--- src/design/sbv_pkg.sv ---
// ============================================================================
// sbv_pkg: shared types and constants for the schema block checker
// Holds status codes, register indexes and the front-to-back word format.
// ============================================================================
package sbv_pkg;

    localparam int MaxNameBytes = 64;
    localparam int NameIdxW     = $clog2(MaxNameBytes);
    localparam logic [16:0] MaxFields = 17'd65536;

    // Status codes of a result.
    localparam logic [2:0] ST_OK     = 3'd0;
    localparam logic [2:0] ST_BOUNDS = 3'd1;
    localparam logic [2:0] ST_LIMIT  = 3'd2;
    localparam logic [2:0] ST_TRUNC  = 3'd3;
    localparam logic [2:0] ST_ORDER  = 3'd4;
    localparam logic [2:0] ST_STRING = 3'd5;
    localparam logic [2:0] ST_SCHEMA = 3'd6;

    // Configuration register indexes.
    localparam logic [1:0] REG_START = 2'd0;
    localparam logic [1:0] REG_SIZE  = 2'd1;
    localparam logic [1:0] REG_AVAIL = 2'd2;
    localparam logic [1:0] REG_LIMIT = 2'd3;

    // One accepted byte as it passes from the front to the back.
    typedef struct packed {
        logic [7:0] data_byte;
        logic       first;
    } t_item;

    // One result item.
    typedef struct packed {
        logic [16:0] fields_checked;
        logic [31:0] error_offset;
        logic [2:0]  status;
    } t_result;

endpackage

--- src/design/sbv_front.sv ---
// ============================================================================
// sbv_front: input side and byte queue
// Accepts stream transactions, drops idle bytes and queues the rest.
// ============================================================================
module sbv_front (
    input  logic           i_clk,
    input  logic           i_rst_n,
    input  logic           s_axis_tvalid,
    output logic           s_axis_tready,
    input  logic [7:0]     s_axis_tdata,   // data_byte[7:0]
    input  logic           s_axis_tuser,   // first
    input  logic           i_busy,         // back part is inside a block
    input  logic           i_done,         // back part ends the block this cycle
    output sbv_pkg::t_item o_item,
    output logic           o_valid,
    input  logic           i_take
);
    import sbv_pkg::*;

    localparam int Depth = 4;
    localparam int PtrW  = 2;

    t_item            r_mem [Depth];
    logic [PtrW-1:0]  r_wr, r_rd;
    logic [PtrW:0]    r_cnt;
    logic             r_open;   // a block is open ahead of the back part
    logic             n_open;
    logic             acc, keep, pop;

    assign s_axis_tready = (r_cnt != (PtrW+1)'(Depth));
    assign acc  = s_axis_tvalid && s_axis_tready;
    // Bytes with first clear while no block is open are dropped here.
    assign keep = acc && (s_axis_tuser || r_open);
    assign o_valid = (r_cnt != '0);
    assign o_item  = r_mem[r_rd];
    assign pop = o_valid && i_take;

    // Track whether queued bytes belong to a live block. Queued bytes after a
    // block's end are still dropped by the back part, which holds the truth.
    always_comb begin
        n_open = r_open;
        if (i_done && r_cnt == '0 && !keep) n_open = 1'b0;
        if (!i_busy && r_cnt == '0 && !keep) n_open = 1'b0;
        if (keep) n_open = 1'b1;
    end

    always_ff @(posedge i_clk) begin
        if (!i_rst_n) begin
            r_wr <= '0; r_rd <= '0; r_cnt <= '0; r_open <= 1'b0;
        end else begin
            r_open <= n_open;
            if (keep) r_wr <= r_wr + 1'b1;
            if (pop)  r_rd <= r_rd + 1'b1;
            r_cnt <= r_cnt + (PtrW+1)'(keep) - (PtrW+1)'(pop);
        end
    end

    always_ff @(posedge i_clk) begin
        if (keep) r_mem[r_wr] <= '{data_byte: s_axis_tdata, first: s_axis_tuser};
    end

endmodule

--- src/design/sbv_back.sv ---
// ============================================================================
// sbv_back: schema parser and checker
// Walks the block one byte per cycle while its result register is free and gives one result per block.
// ============================================================================
module sbv_back (
    input  logic             i_clk,
    input  logic             i_rst_n,
    input  sbv_pkg::t_item   i_item,
    input  logic             i_valid,
    output logic             o_take,
    output logic             o_busy,
    output logic             o_done,
    input  logic [31:0]      i_start,
    input  logic [31:0]      i_size,
    input  logic [31:0]      i_avail,
    input  logic [6:0]       i_limit,
    output sbv_pkg::t_result o_res,
    output logic             o_res_valid,
    input  logic             i_res_ready
);
    import sbv_pkg::*;

    typedef enum logic [2:0] {
        PH_IDLE, PH_COUNT, PH_ID, PH_LEN, PH_NAME, PH_TYPE, PH_REQ
    } t_phase;
    typedef enum logic [1:0] {CMP_EQ, CMP_LT, CMP_GT} t_cmp;

    t_phase       r_ph, n_ph;
    logic [31:0]  r_pos, n_pos, r_acc, n_acc, r_last, n_last;
    logic [2:0]   r_vb, n_vb;
    logic [16:0]  r_left, n_left, r_done, n_done;
    logic         r_have, n_have;
    logic [6:0]   r_nlen, n_nlen, r_nidx, n_nidx, r_plen, n_plen;
    t_cmp         r_cmp, n_cmp;
    logic [1:0]   r_up, n_up;
    logic         r_bad, n_bad;
    logic [7:0]   r_prev [MaxNameBytes];
    logic [7:0]   r_old_b;
    logic [NameIdxW-1:0] rd_addr;
    t_result      r_res;
    logic         r_rv, n_rv;

    logic         fire, emit;
    logic [2:0]   e_st;
    logic [32:0]  e_rel;
    logic         e_abs;
    logic [7:0]   b;
    logic [32:0]  p1, nend;
    logic [31:0]  shp, v;
    logic [6:0]   lim;
    logic         wr_name;
    logic [1:0]   u_up;
    logic         u_bad, name_end;

    assign o_take = !r_rv || i_res_ready;
    assign fire   = i_valid && o_take;
    assign o_busy = (r_ph != PH_IDLE);
    assign o_done = fire && emit;
    assign o_res = r_res;
    assign o_res_valid = r_rv;
    assign n_rv = (fire && emit) ? 1'b1 : (i_res_ready ? 1'b0 : r_rv);
    assign b  = i_item.data_byte;
    assign lim = (i_limit > 7'(MaxNameBytes)) ? 7'(MaxNameBytes) : i_limit;

    // The stored name byte for the next name index is read into a register ahead of use,
    // so r_old_b always holds the entry at r_nidx.
    assign rd_addr = (!i_rst_n) ? '0 :
                     (fire ? n_nidx[NameIdxW-1:0] : r_nidx[NameIdxW-1:0]);

    // Shift of one varint group; a fifth byte keeps only its low four bits.
    always_comb begin
        unique case (i_item.first ? 3'd0 : r_vb)
            3'd0: shp = {25'd0, b[6:0]};
            3'd1: shp = {18'd0, b[6:0], 7'd0};
            3'd2: shp = {11'd0, b[6:0], 14'd0};
            3'd3: shp = {4'd0, b[6:0], 21'd0};
            default: shp = {b[3:0], 28'd0};
        endcase
    end

    // Structural UTF-8 step.
    always_comb begin
        u_up = r_up; u_bad = r_bad;
        if (r_up != 2'd0) begin
            if (b[7:6] != 2'b10) u_bad = 1'b1;
            u_up = r_up - 2'd1;
        end else if (!b[7]) begin
            u_up = 2'd0;
        end else if (b[7:5] == 3'b110) u_up = 2'd1;
        else if (b[7:4] == 4'b1110) u_up = 2'd2;
        else if (b[7:3] == 5'b11110) u_up = 2'd3;
        else u_bad = 1'b1;
    end

    function automatic logic type_ok(input logic [7:0] t);
        unique case (t)
            8'h00, 8'h01, 8'h02, 8'h10, 8'h11, 8'h12,
            8'h20, 8'h21, 8'h22, 8'h30, 8'h40: type_ok = 1'b1;
            default: type_ok = 1'b0;
        endcase
    endfunction

    // Parser next state.
    always_comb begin
        logic [31:0] pp;
        logic        nm_fail;
        logic [2:0]  nm_st;
        n_ph = r_ph; n_pos = r_pos; n_acc = r_acc; n_vb = r_vb; n_left = r_left;
        n_done = r_done; n_last = r_last; n_have = r_have; n_nlen = r_nlen;
        n_nidx = r_nidx; n_plen = r_plen; n_cmp = r_cmp; n_up = r_up; n_bad = r_bad;
        emit = 1'b0; e_st = ST_OK; e_rel = '0; e_abs = 1'b0; wr_name = 1'b0;
        v = r_acc | shp; nm_fail = 1'b0; nm_st = ST_OK; name_end = 1'b0;
        pp = r_pos;
        if (i_item.first) begin
            n_ph = PH_COUNT; pp = '0; n_acc = '0; n_vb = '0; n_left = '0;
            n_done = '0; n_last = '0; n_have = 1'b0; n_plen = '0;
            v = shp & 32'h7F;
        end
        p1 = {1'b0, pp} + 33'd1;
        nend = p1 + {1'b0, v};
        n_pos = pp;
        if (i_item.first && i_avail == '0) begin
            emit = 1'b1; e_st = ST_BOUNDS;
        end else if (!i_item.first && r_ph == PH_IDLE) begin
            n_ph = PH_IDLE;
        end else begin
            priority case (n_ph)
                PH_COUNT, PH_ID, PH_LEN: begin
                    if (b[7]) begin
                        n_acc = v; n_vb = (i_item.first ? 3'd0 : r_vb) + 3'd1;
                        if (n_vb >= 3'd5 || p1 >= {1'b0, i_avail}) begin
                            emit = 1'b1; e_st = ST_BOUNDS;
                            e_rel = (n_ph == PH_COUNT) ? 33'd0 : p1;
                        end else n_pos = p1[31:0];
                    end else begin
                        n_acc = '0; n_vb = '0;
                        if (n_ph == PH_COUNT) begin
                            if (v > {15'd0, MaxFields}) begin
                                emit = 1'b1; e_st = ST_LIMIT;
                            end else if (v == '0) begin
                                emit = 1'b1; e_st = ST_OK; e_abs = 1'b1;
                            end else begin
                                n_left = v[16:0];
                                if (p1 >= {1'b0, i_size}) begin
                                    emit = 1'b1; e_st = ST_TRUNC; e_rel = {1'b0, i_size};
                                end else if (p1 >= {1'b0, i_avail}) begin
                                    emit = 1'b1; e_st = ST_BOUNDS; e_rel = p1;
                                end else begin
                                    n_ph = PH_ID; n_pos = p1[31:0];
                                end
                            end
                        end else if (n_ph == PH_ID) begin
                            if (r_have && v < r_last) begin
                                emit = 1'b1; e_st = ST_ORDER; e_rel = p1;
                            end else begin
                                n_last = v;
                                if (p1 >= {1'b0, i_avail}) begin
                                    emit = 1'b1; e_st = ST_BOUNDS; e_rel = p1;
                                end else begin
                                    n_ph = PH_LEN; n_pos = p1[31:0];
                                end
                            end
                        end else begin
                            if (v > {25'd0, lim}) begin
                                emit = 1'b1; e_st = ST_LIMIT; e_rel = p1;
                            end else if (nend > {1'b0, i_avail}) begin
                                emit = 1'b1; e_st = ST_BOUNDS; e_rel = p1;
                            end else begin
                                n_nlen = v[6:0]; n_nidx = '0; n_cmp = CMP_EQ;
                                n_up = '0; n_bad = 1'b0; n_pos = p1[31:0];
                                if (v == '0) begin
                                    // An empty name never rises above a previous one.
                                    name_end = 1'b1;
                                    if (r_have) begin
                                        nm_fail = 1'b1; nm_st = ST_SCHEMA;
                                    end
                                end else n_ph = PH_NAME;
                            end
                        end
                    end
                end
                PH_NAME: begin
                    n_up = u_up; n_bad = u_bad; wr_name = 1'b1;
                    if (r_cmp == CMP_EQ && r_nidx < r_plen) begin
                        if (r_old_b < b) n_cmp = CMP_LT;
                        else if (r_old_b > b) n_cmp = CMP_GT;
                    end
                    n_nidx = r_nidx + 7'd1;
                    n_pos = p1[31:0];
                    if (n_nidx >= r_nlen) begin
                        name_end = 1'b1;
                        if (u_bad || u_up != 2'd0) begin
                            nm_fail = 1'b1; nm_st = ST_STRING;
                        end else if (r_have && (n_cmp == CMP_GT ||
                                     (n_cmp == CMP_EQ && r_plen >= r_nlen))) begin
                            nm_fail = 1'b1; nm_st = ST_SCHEMA;
                        end
                    end
                end
                PH_TYPE: begin
                    if (!type_ok(b)) begin
                        emit = 1'b1; e_st = ST_SCHEMA; e_rel = {1'b0, pp};
                    end else if (p1 >= {1'b0, i_avail}) begin
                        emit = 1'b1; e_st = ST_BOUNDS; e_rel = p1;
                    end else begin
                        n_ph = PH_REQ; n_pos = p1[31:0];
                    end
                end
                PH_REQ: begin
                    if (b > 8'd1) begin
                        emit = 1'b1; e_st = ST_SCHEMA; e_rel = {1'b0, pp};
                    end else begin
                        n_have = 1'b1; n_plen = r_nlen;
                        n_done = r_done + 17'd1; n_left = r_left - 17'd1;
                        if (n_left == '0) begin
                            emit = 1'b1; e_st = ST_OK; e_abs = 1'b1;
                        end else if (p1 >= {1'b0, i_size}) begin
                            emit = 1'b1; e_st = ST_TRUNC; e_rel = {1'b0, i_size};
                        end else if (p1 >= {1'b0, i_avail}) begin
                            emit = 1'b1; e_st = ST_BOUNDS; e_rel = p1;
                        end else begin
                            n_ph = PH_ID; n_pos = p1[31:0];
                        end
                    end
                end
                default: n_ph = PH_IDLE;
            endcase
            // Shared end-of-name checks.
            if (name_end) begin
                if (nm_fail) begin
                    emit = 1'b1; e_st = nm_st; e_rel = p1;
                end else if (p1 >= {1'b0, i_avail}) begin
                    emit = 1'b1; e_st = ST_BOUNDS; e_rel = p1;
                end else begin
                    n_ph = PH_TYPE; n_pos = p1[31:0];
                end
            end
        end
        if (emit) n_ph = PH_IDLE;
    end

    always_ff @(posedge i_clk) begin
        if (!i_rst_n) begin
            r_ph <= PH_IDLE; r_rv <= 1'b0; r_pos <= '0; r_acc <= '0; r_vb <= '0;
            r_left <= '0; r_done <= '0; r_last <= '0; r_have <= 1'b0;
            r_nlen <= '0; r_nidx <= '0; r_plen <= '0; r_cmp <= CMP_EQ;
            r_up <= '0; r_bad <= 1'b0;
        end else begin
            r_rv <= n_rv;
            if (fire) begin
                r_ph <= n_ph; r_pos <= n_pos; r_acc <= n_acc; r_vb <= n_vb;
                r_left <= n_left; r_done <= n_done; r_last <= n_last;
                r_have <= n_have; r_nlen <= n_nlen; r_nidx <= n_nidx;
                r_plen <= n_plen; r_cmp <= n_cmp; r_up <= n_up; r_bad <= n_bad;
            end
        end
    end

    // Result register and stored previous name with a registered read.
    always_ff @(posedge i_clk) begin
        if (fire && emit) begin
            r_res.status <= e_st;
            r_res.error_offset <= e_abs ? 32'd0 : (i_start + e_rel[31:0]);
            r_res.fields_checked <= n_done;
        end
        if (fire && wr_name)
            r_prev[r_nidx[NameIdxW-1:0]] <= b;
        r_old_b <= r_prev[rd_addr];
    end

endmodule

--- src/design/schema_block_validator_top.sv ---
// ============================================================================
// schema_block_validator_top: streaming schema block checker
// Checks a schema block byte by byte and reports one status per block.
// ============================================================================
//  Channel   | Direction | Payload
//  s_axis    | in        | tdata = data_byte, tuser = first
//  m_axis    | out       | tdata = status, error_offset, fields_checked
//  cfg       | in        | index 0..3, 32-bit data
//
//  One byte per cycle is sustained; the parser consumes a queued byte each
//  cycle its result register is free. A result is registered in the parser
//  once the input transaction that ends or breaks the block has passed the
//  byte queue. A four-entry byte queue decouples the input from output
//  stalls. Reset is synchronous and active low; no clearing pass is needed.
module schema_block_validator_top (
    input  logic        i_clk,
    input  logic        i_rst_n,
    input  logic        s_axis_tvalid,
    output logic        s_axis_tready,
    input  logic [7:0]  s_axis_tdata,   // data_byte[7:0]
    input  logic        s_axis_tuser,   // first
    output logic        m_axis_tvalid,
    input  logic        m_axis_tready,
    output logic [55:0] m_axis_tdata,   // status[2:0], error_offset[34:3], fields_checked[51:35]
    input  logic        i_cfg_valid,
    output logic        o_cfg_ready,
    input  logic [1:0]  i_cfg_index,
    input  logic [31:0] i_cfg_data
);
    import sbv_pkg::*;

    t_item       item;
    t_result     res;
    logic        q_valid, take, busy, done;
    logic [31:0] r_start, r_size, r_avail;
    logic [6:0]  r_limit;

    assign o_cfg_ready = 1'b1;

    // Configuration registers.
    always_ff @(posedge i_clk) begin
        if (!i_rst_n) begin
            r_start <= '0; r_size <= '0; r_avail <= '0; r_limit <= 7'd64;
        end else if (i_cfg_valid) begin
            unique case (i_cfg_index)
                REG_START: r_start <= i_cfg_data;
                REG_SIZE:  r_size  <= i_cfg_data;
                REG_AVAIL: r_avail <= i_cfg_data;
                REG_LIMIT: r_limit <= i_cfg_data[6:0];
                default:   r_start <= r_start;
            endcase
        end
    end

    sbv_front u_front (
        .i_clk, .i_rst_n, .s_axis_tvalid, .s_axis_tready, .s_axis_tdata,
        .s_axis_tuser, .i_busy(busy), .i_done(done), .o_item(item),
        .o_valid(q_valid), .i_take(take)
    );

    sbv_back u_back (
        .i_clk, .i_rst_n, .i_item(item), .i_valid(q_valid), .o_take(take),
        .o_busy(busy), .o_done(done), .i_start(r_start), .i_size(r_size),
        .i_avail(r_avail), .i_limit(r_limit), .o_res(res),
        .o_res_valid(m_axis_tvalid), .i_res_ready(m_axis_tready)
    );

    assign m_axis_tdata = {4'd0, res.fields_checked, res.error_offset, res.status};

endmodule
--- config.mk ---
export PLATFORM = sky130hd
export DESIGN_NAME = schema_block_validator_top
export DESIGN_NICKNAME = d
export VERILOG_FILES = /design/src/design/sbv_pkg.sv /design/src/design/sbv_front.sv /design/src/design/sbv_back.sv /design/src/design/schema_block_validator_top.sv
export SDC_FILE = /design/constraint.sdc
export NUM_CORES = 2
export LEC_CHECK = 0
export BUFFER_PORTS_ARGS = -buffer_cell sky130_fd_sc_hd__buf_2
export CAP_MARGIN = 20
export CORE_MARGIN = 2
export CORE_UTILIZATION = 60
export DETAILED_ROUTE_END_ITERATION = 10
export PLACE_DENSITY = 0.77
export SLEW_MARGIN = 25
export SYNTH_ARGS = -nofsm -noshare
export SYNTH_HDL_FRONTEND = slang
export SYNTH_SLANG_ARGS = --single-unit
--- constraint.sdc ---
create_clock -name i_clk -period 15.65 [get_ports i_clk]
set_input_delay 3.9125 -clock i_clk [delete_from_list [all_inputs] [get_ports i_clk]]
set_output_delay 3.9125 -clock i_clk [all_outputs]
set_load 0.02 [all_outputs]
### Yosys cells after proc, flatten, opt, wreduce, memory -nomap -nowiden

Memory sizes are Yosys's and may differ from the RTL's. A register that Yosys moved wholly into a read port is not among the register bits.
Cells that the tools add are included.

| word-level totals | value |
|---|---|
| RAM bits | 548 |
| word-level logic and storage cells | 397 |
| output and inout port bits | 59 |
| memories kept | 2 |
| input bits | 48 |
| flip-flop bits (word level) | 327 |

| cells by class | value |
|---|---|
| reductions and logical operators | 50 |
| $add $sub $neg | 12 |
| order comparisons | 14 |
| mux-type cells | 250 |
| eq/ne operators | 33 |
| bitwise gates (word level) | 8 |

Memory list:

| name | depth | width | rd ports | clocked after Yosys merged registers in | write ports | line | text |
|---|---|---|---|---|---|---|---|
| u_back.r_prev | 64 | 8 | 1 | 1 | 1 | sbv_back.sv:37 | `logic [7:0] r_prev [MaxNameBytes];` |
| u_front.r_mem | 4 | 9 | 1 | 1 | 1 | sbv_front.sv:23 | `t_item r_mem [Depth];` |

Operator list:

| operator | number |
|---|---|
| $mux W32 | 54 |
| $pmux W32 S4 | 2 |
| $mux W17 | 13 |
| $mux W3 | 51 |
| $pmux W32 S3 | 1 |
| $mux W1 | 83 |
| $mux W7 | 11 |
| $ge A33 B32 Y1 | 2 |
| $logic_not A32 Y1 | 2 |
| $mux W2 | 19 |
| $pmux W17 S2 | 1 |
| $add A32 B1 Y33 const B | 1 |
| $add A33 B32 Y33 | 1 |
| $gt A33 B32 Y1 | 1 |
| $add A32 B32 Y32 | 1 |
| $eq A8 B6 Y1 const B | 4 |
| $gt A32 B17 Y1 const B | 1 |
| $gt A32 B7 Y1 | 1 |
| $lt A32 B32 Y1 | 1 |
| $or A32 B32 Y32 | 1 |
| $eq A8 B5 Y1 const B | 3 |
| $mux W6 | 4 |
| $reduce_and A9 Y1 | 2 |
| $add A17 B1 Y17 const B | 1 |
| other kinds (47) | 106 |

### Logic depth before layout (Yosys ltp)

| depth | value |
|---|---|
| word-level depth | 27 |
| depth in mapped cells | 66 |
| mapped depth without buffers | 60 |

### Modules after synthesis

A second synthesis with hierarchy kept.

| unflattened totals | value |
|---|---|
| cells, all modules | 5,173 |
| area, all modules | 50,129.3 sq um |

By module, submodules not included:

| module | area each (sq um) | cells each | instances | seq. area each (sq um) |
|---|---|---|---|---|
| sbv_back | 44,393.8 | 4,691 | 1 | 20,379.5 |
| schema_block_validator_top | 3,903.7 | 380 | 1 | 2,062.0 |
| sbv_front | 1,831.8 | 102 | 1 | 1,281.2 |

### Least setup slack after synthesis

No wires, ideal clock.

| timing path | value |
|---|---|
| kind | register to register |
| start | reg with a tool-made name |
| end | reg u_back.r_res, in the netlist u_back.o_res[28], data pin |
| period minus slack after synthesis | 13.148 ns |
| cell stages (with the launch flop) | 64 |
| setup time | 0.266 ns |
| buffers on the path | 10 |
| path slack | 2.502 ns |
| data required time | 15.384 ns |
| arrival | 12.882 ns |
| cell sequence | dfxtp_1 > buf_2 > mux2i_1 > mux2_2 > clkbuf_1 > clkbuf_1 > buf_1 > buf_1 > buf_1 > clkbuf_1 > clkbuf_1 > nand2_1 > ha_1 > o21a_1 > clkbuf_1 > a22oi_1 > inv_1 > ha_1 > (+28 left out) > nand2b_1 > inv_1 > ha_1 > a21o_1 > a21o_1 > a21oi_1 > o21ai_0 > a211oi_1 > o21ai_0 > nand4_1 > a211oi_1 > o21a_1 > o31a_1 > o31ai_1 > nand2b_1 > a21oi_1 > xor2_1 > nor2_1 |

RTL lines:

| element | line | text |
|---|---|---|
| end: declaration | sbv_back.sv:40 | `t_result r_res;` |

==> flow_summary.json <==
{
  "finalHoldViolCount": 0,
  "drcViolationCount": 0,
  "synth.avg_cell_area_um2": 9.93,
  "cts_setup_buffers": 0,
  "multiInputGateArea_um2": 23200,
  "dieHeight_um": 289,
  "ant_nets": 0,
  "period_share_pct": 94.5,
  "rows": 104,
  "pwr-share-comb_pct": 43.5,
  "synthCells": 4921,
  "gr-total-overflow": 0,
  "crit_slowest_cell": "dfxtp_1",
  "ys.flop_type": "edfxtp_1",
  "clock_latency_ns": 0.72,
  "layout_commonest_cell": "edfxtp_1",
  "worst_hold_slack_ns": 0.460,
  "wirelength_mm": 162,
  "area_delta_synth_final_pct": 9.77,
  "vias": 41300,
  "drt-initial-drc-count": 5558,
  "grt_pass1_wl_mm": 241,
  "power_density_nw_per_um2": 180,
  "layout_min_cycle_time_ns": 14.79,
  "place_congestion": 1.05,
  "end_kind": "register",
  "cts.sink_count": 885,
  "synth_edf_count": 600,
  "max-vdd-ir-drop_v": 0.000195,
  "finalSetupViolCount": 0,
  "worstMarginPinSlew_ns": 1.18,
  "critPathMaxFanout": 19,
  "portBuffers": 101,
  "drt-wirelength-per-cell_um": 26.9,
  "final_nets": 5195,
  "cts_tree": "done",
  "syn_area_um2": 48900,
  "r2r_setup_slack_ns": 0.86,
  "ys_ff_latch": 885,
  "p_sw_share_pct": 44.2,
  "ys_seq_area_share_pct": 48.5,
  "start_util_pct": 60.7,
  "critPathMaxStageDelay_ns": 0.70,
  "grt_max_degree": 136,
  "cap_violations": 0,
  "cp-start-kind": "register",
  "p_int_mw": 5.38,
  "viasPerCell": 6.84,
  "p_sw_mw": 4.26,
  "antenna_found_initial": 4,
  "hold_path.class": "register to register",
  "status": "finished, final reports clean",
  "cts_buffer_depth": 3,
  "max_slew_margin_pct": 21.3,
  "critPathKind": "register to register",
  "crit_arrival_ns": 15.23,
  "ys.warnings.count": 0,
  "fp.dieW_um": 289,
  "holdBufCountCts": 0,
  "dieArea_um2": 83800,
  "synth_cell_types": 95,
  "grt_pass1_vias": 38900,
  "synthArstFlopShare_pct": 0,
  "cp.required_ns": 16.08,
  "power.share.sequential_pct": 31.7,
  "dr.pass1.iters": 7,
  "total_power_mw": 9.64,
  "rsz0062_at_grt": "false",
  "htreeDepth": 3,
  "p_clk_share_pct": 24.8,
  "fin_tns_setup_ns": 0,
  "final_cell_mix": "600 x edfxtp_1, 587 x nand2_1, 499 x nor2_1, 352 x a21oi_1, 285 x dfxtp_1",
  "nFillCells": 6154,
  "leakage_nw": 19.2,
  "cts_root_buf": "clkbuf_16",
  "cts_made_buffers": 93,
  "dp.final_hpwl_mm": 109,
  "io_pins": 107,
  "fmax_ghz": 0.0676,
  "slew_violations": 0,
  "track_usage_pct": 38.3,
  "core_area_um2": 80500,
  "clk_pin_slew_ns": 0.07,
  "regArea_um2": 23700,
  "fin_skew_ns": 0.0764,
  "drive_above_1_share_pct": 10.2
}
[synth_stat cells, types with 39 or more instances]
library cell,n,area [um^2]
nand2_1,588,2210
clkbuf_1,252,946
xnor2_1,135,1180
a211oi_1,39,293
nor2_1,509,1910
xor2_1,58,508
dfxtp_1,285,5710
mux4_2,82,1850
inv_1,208,781
nor3_1,74,370
o211ai_1,94,706
o22ai_1,48,300
a21o_1,88,661
nand4_1,52,325
mux2i_1,42,420
o21ai_0,235,1180
a22oi_1,141,1060
nor2b_1,48,300
ha_1,243,3040
a21oi_1,354,1770
nand3_1,119,596
edfxtp_1,600,18000
[metal layers]
metal  routed length [um]  GRT usage, %  vias up  share of wire (%)
met2                73500          59.9     2749                 45
met4                12100          24.0        8                7.5
met3                17500          8.21      692                 11
li1                     -             -    18200                  -
met1                59000          48.6    19700                 36
met5                   97             0        -              0.060
[metrics by stage]
step / setup slack [ns] / cell area, um^2 / util (%) / std cells
4_1_cts: 1.27 / 53700 / 66.6 / 6040
3_3_place_gp: 1.79 / 50300 / 62.5 / 5866
3_5_place_dp: 1.38 / 50300 / 62.5 / 5866
6_report: 0.858 / 53700 / 66.6 / 6041
2_1_floorplan: 2.50 / 48900 / - / 4924
5_1_grt: 0.128 / 53700 / 66.6 / 6040
[repair_timing]
action | 4_1_cts | 5_1_grt
resized for setup | 0 | 1
endpoints found under the setup margin | 0 | 1
hold endpoints to repair | 0 | 0
[path summary, 6_finish.rpt]
| kind | cells after the start | end | start |
|---|---|---|---|
| setup / recovery | 55 | u_back.o_res[33] | register |
| hold / removal | 2 | r_start[25] | r_start[25] |
| setup reg to reg | 55 | u_back.o_res[33] | register |
| hold reg to reg | 2 | r_start[25] | r_start[25] |
[cells by family after synthesis]
| family | Yosys count | share of synthesized area (%) |
|---|---|---|
| and+or+nand+nor | 1581 | 14.3 |
| buffers and inverters | 531 | 4.26 |
| adders and majority gates | 247 | 6.36 |
| other | 2 | 0.0154 |
| xor gates and xnor gates | 193 | 3.46 |
| muxes | 131 | 4.80 |
| DFF | 885 | 48.5 |
| AOI/OAI and AO/OA | 1351 | 18.3 |
[area by class of cell]
cell class                 count  share of cell area (%)
tap                         1060                    2.47
inverter                     216                    1.54
clock buffer                 110                    4.53
antenna                        1                 0.00466
sequential                   885                    44.2
multi-input combinational   3508                    43.3
timing repair buffer         197                    2.31
clock inverter                64                    1.68
[critical path: cells and delay by family, from the launching register on]
family / cells / cell delay (ns)
fa+ha+maj: 4 / 1.38
xor+xnor: 2 / 0.29
compound gates: 22 / 5.87
simple gates: 22 / 5.13
mux: 2 / 0.64
buf+inv: 3 / 0.45
flops: 1 / 0.70
[flip-flops by register name, indices dropped and copies added, names as in the netlist, 17 cells and up, named ones only]
register / cells
u_back.r_prev: 512
u_back.o_res: 52
u_front.r_mem: 36
r_avail: 32
r_size: 32
r_start: 32
u_back.r_acc: 32
u_back.r_last: 32
u_back.r_pos: 32
u_back.r_done: 17
u_back.r_left: 17
[power by group through the flow]
stage | Combinational [mW] | Clock [mW] | Sequential, mW
final | 4.20 | 2.39 | 3.06
after global routing | 4.35 | 2.49 | 3.07
after CTS | 3.98 | 2.39 | 3.05
after detailed placement | 3.96 | 0 | 3.09
after global placement | 3.91 | 0 | 3.09
after floorplan | 2.42 | 0 | 3.14
Note: power is estimated with default switching activity, not from simulation.
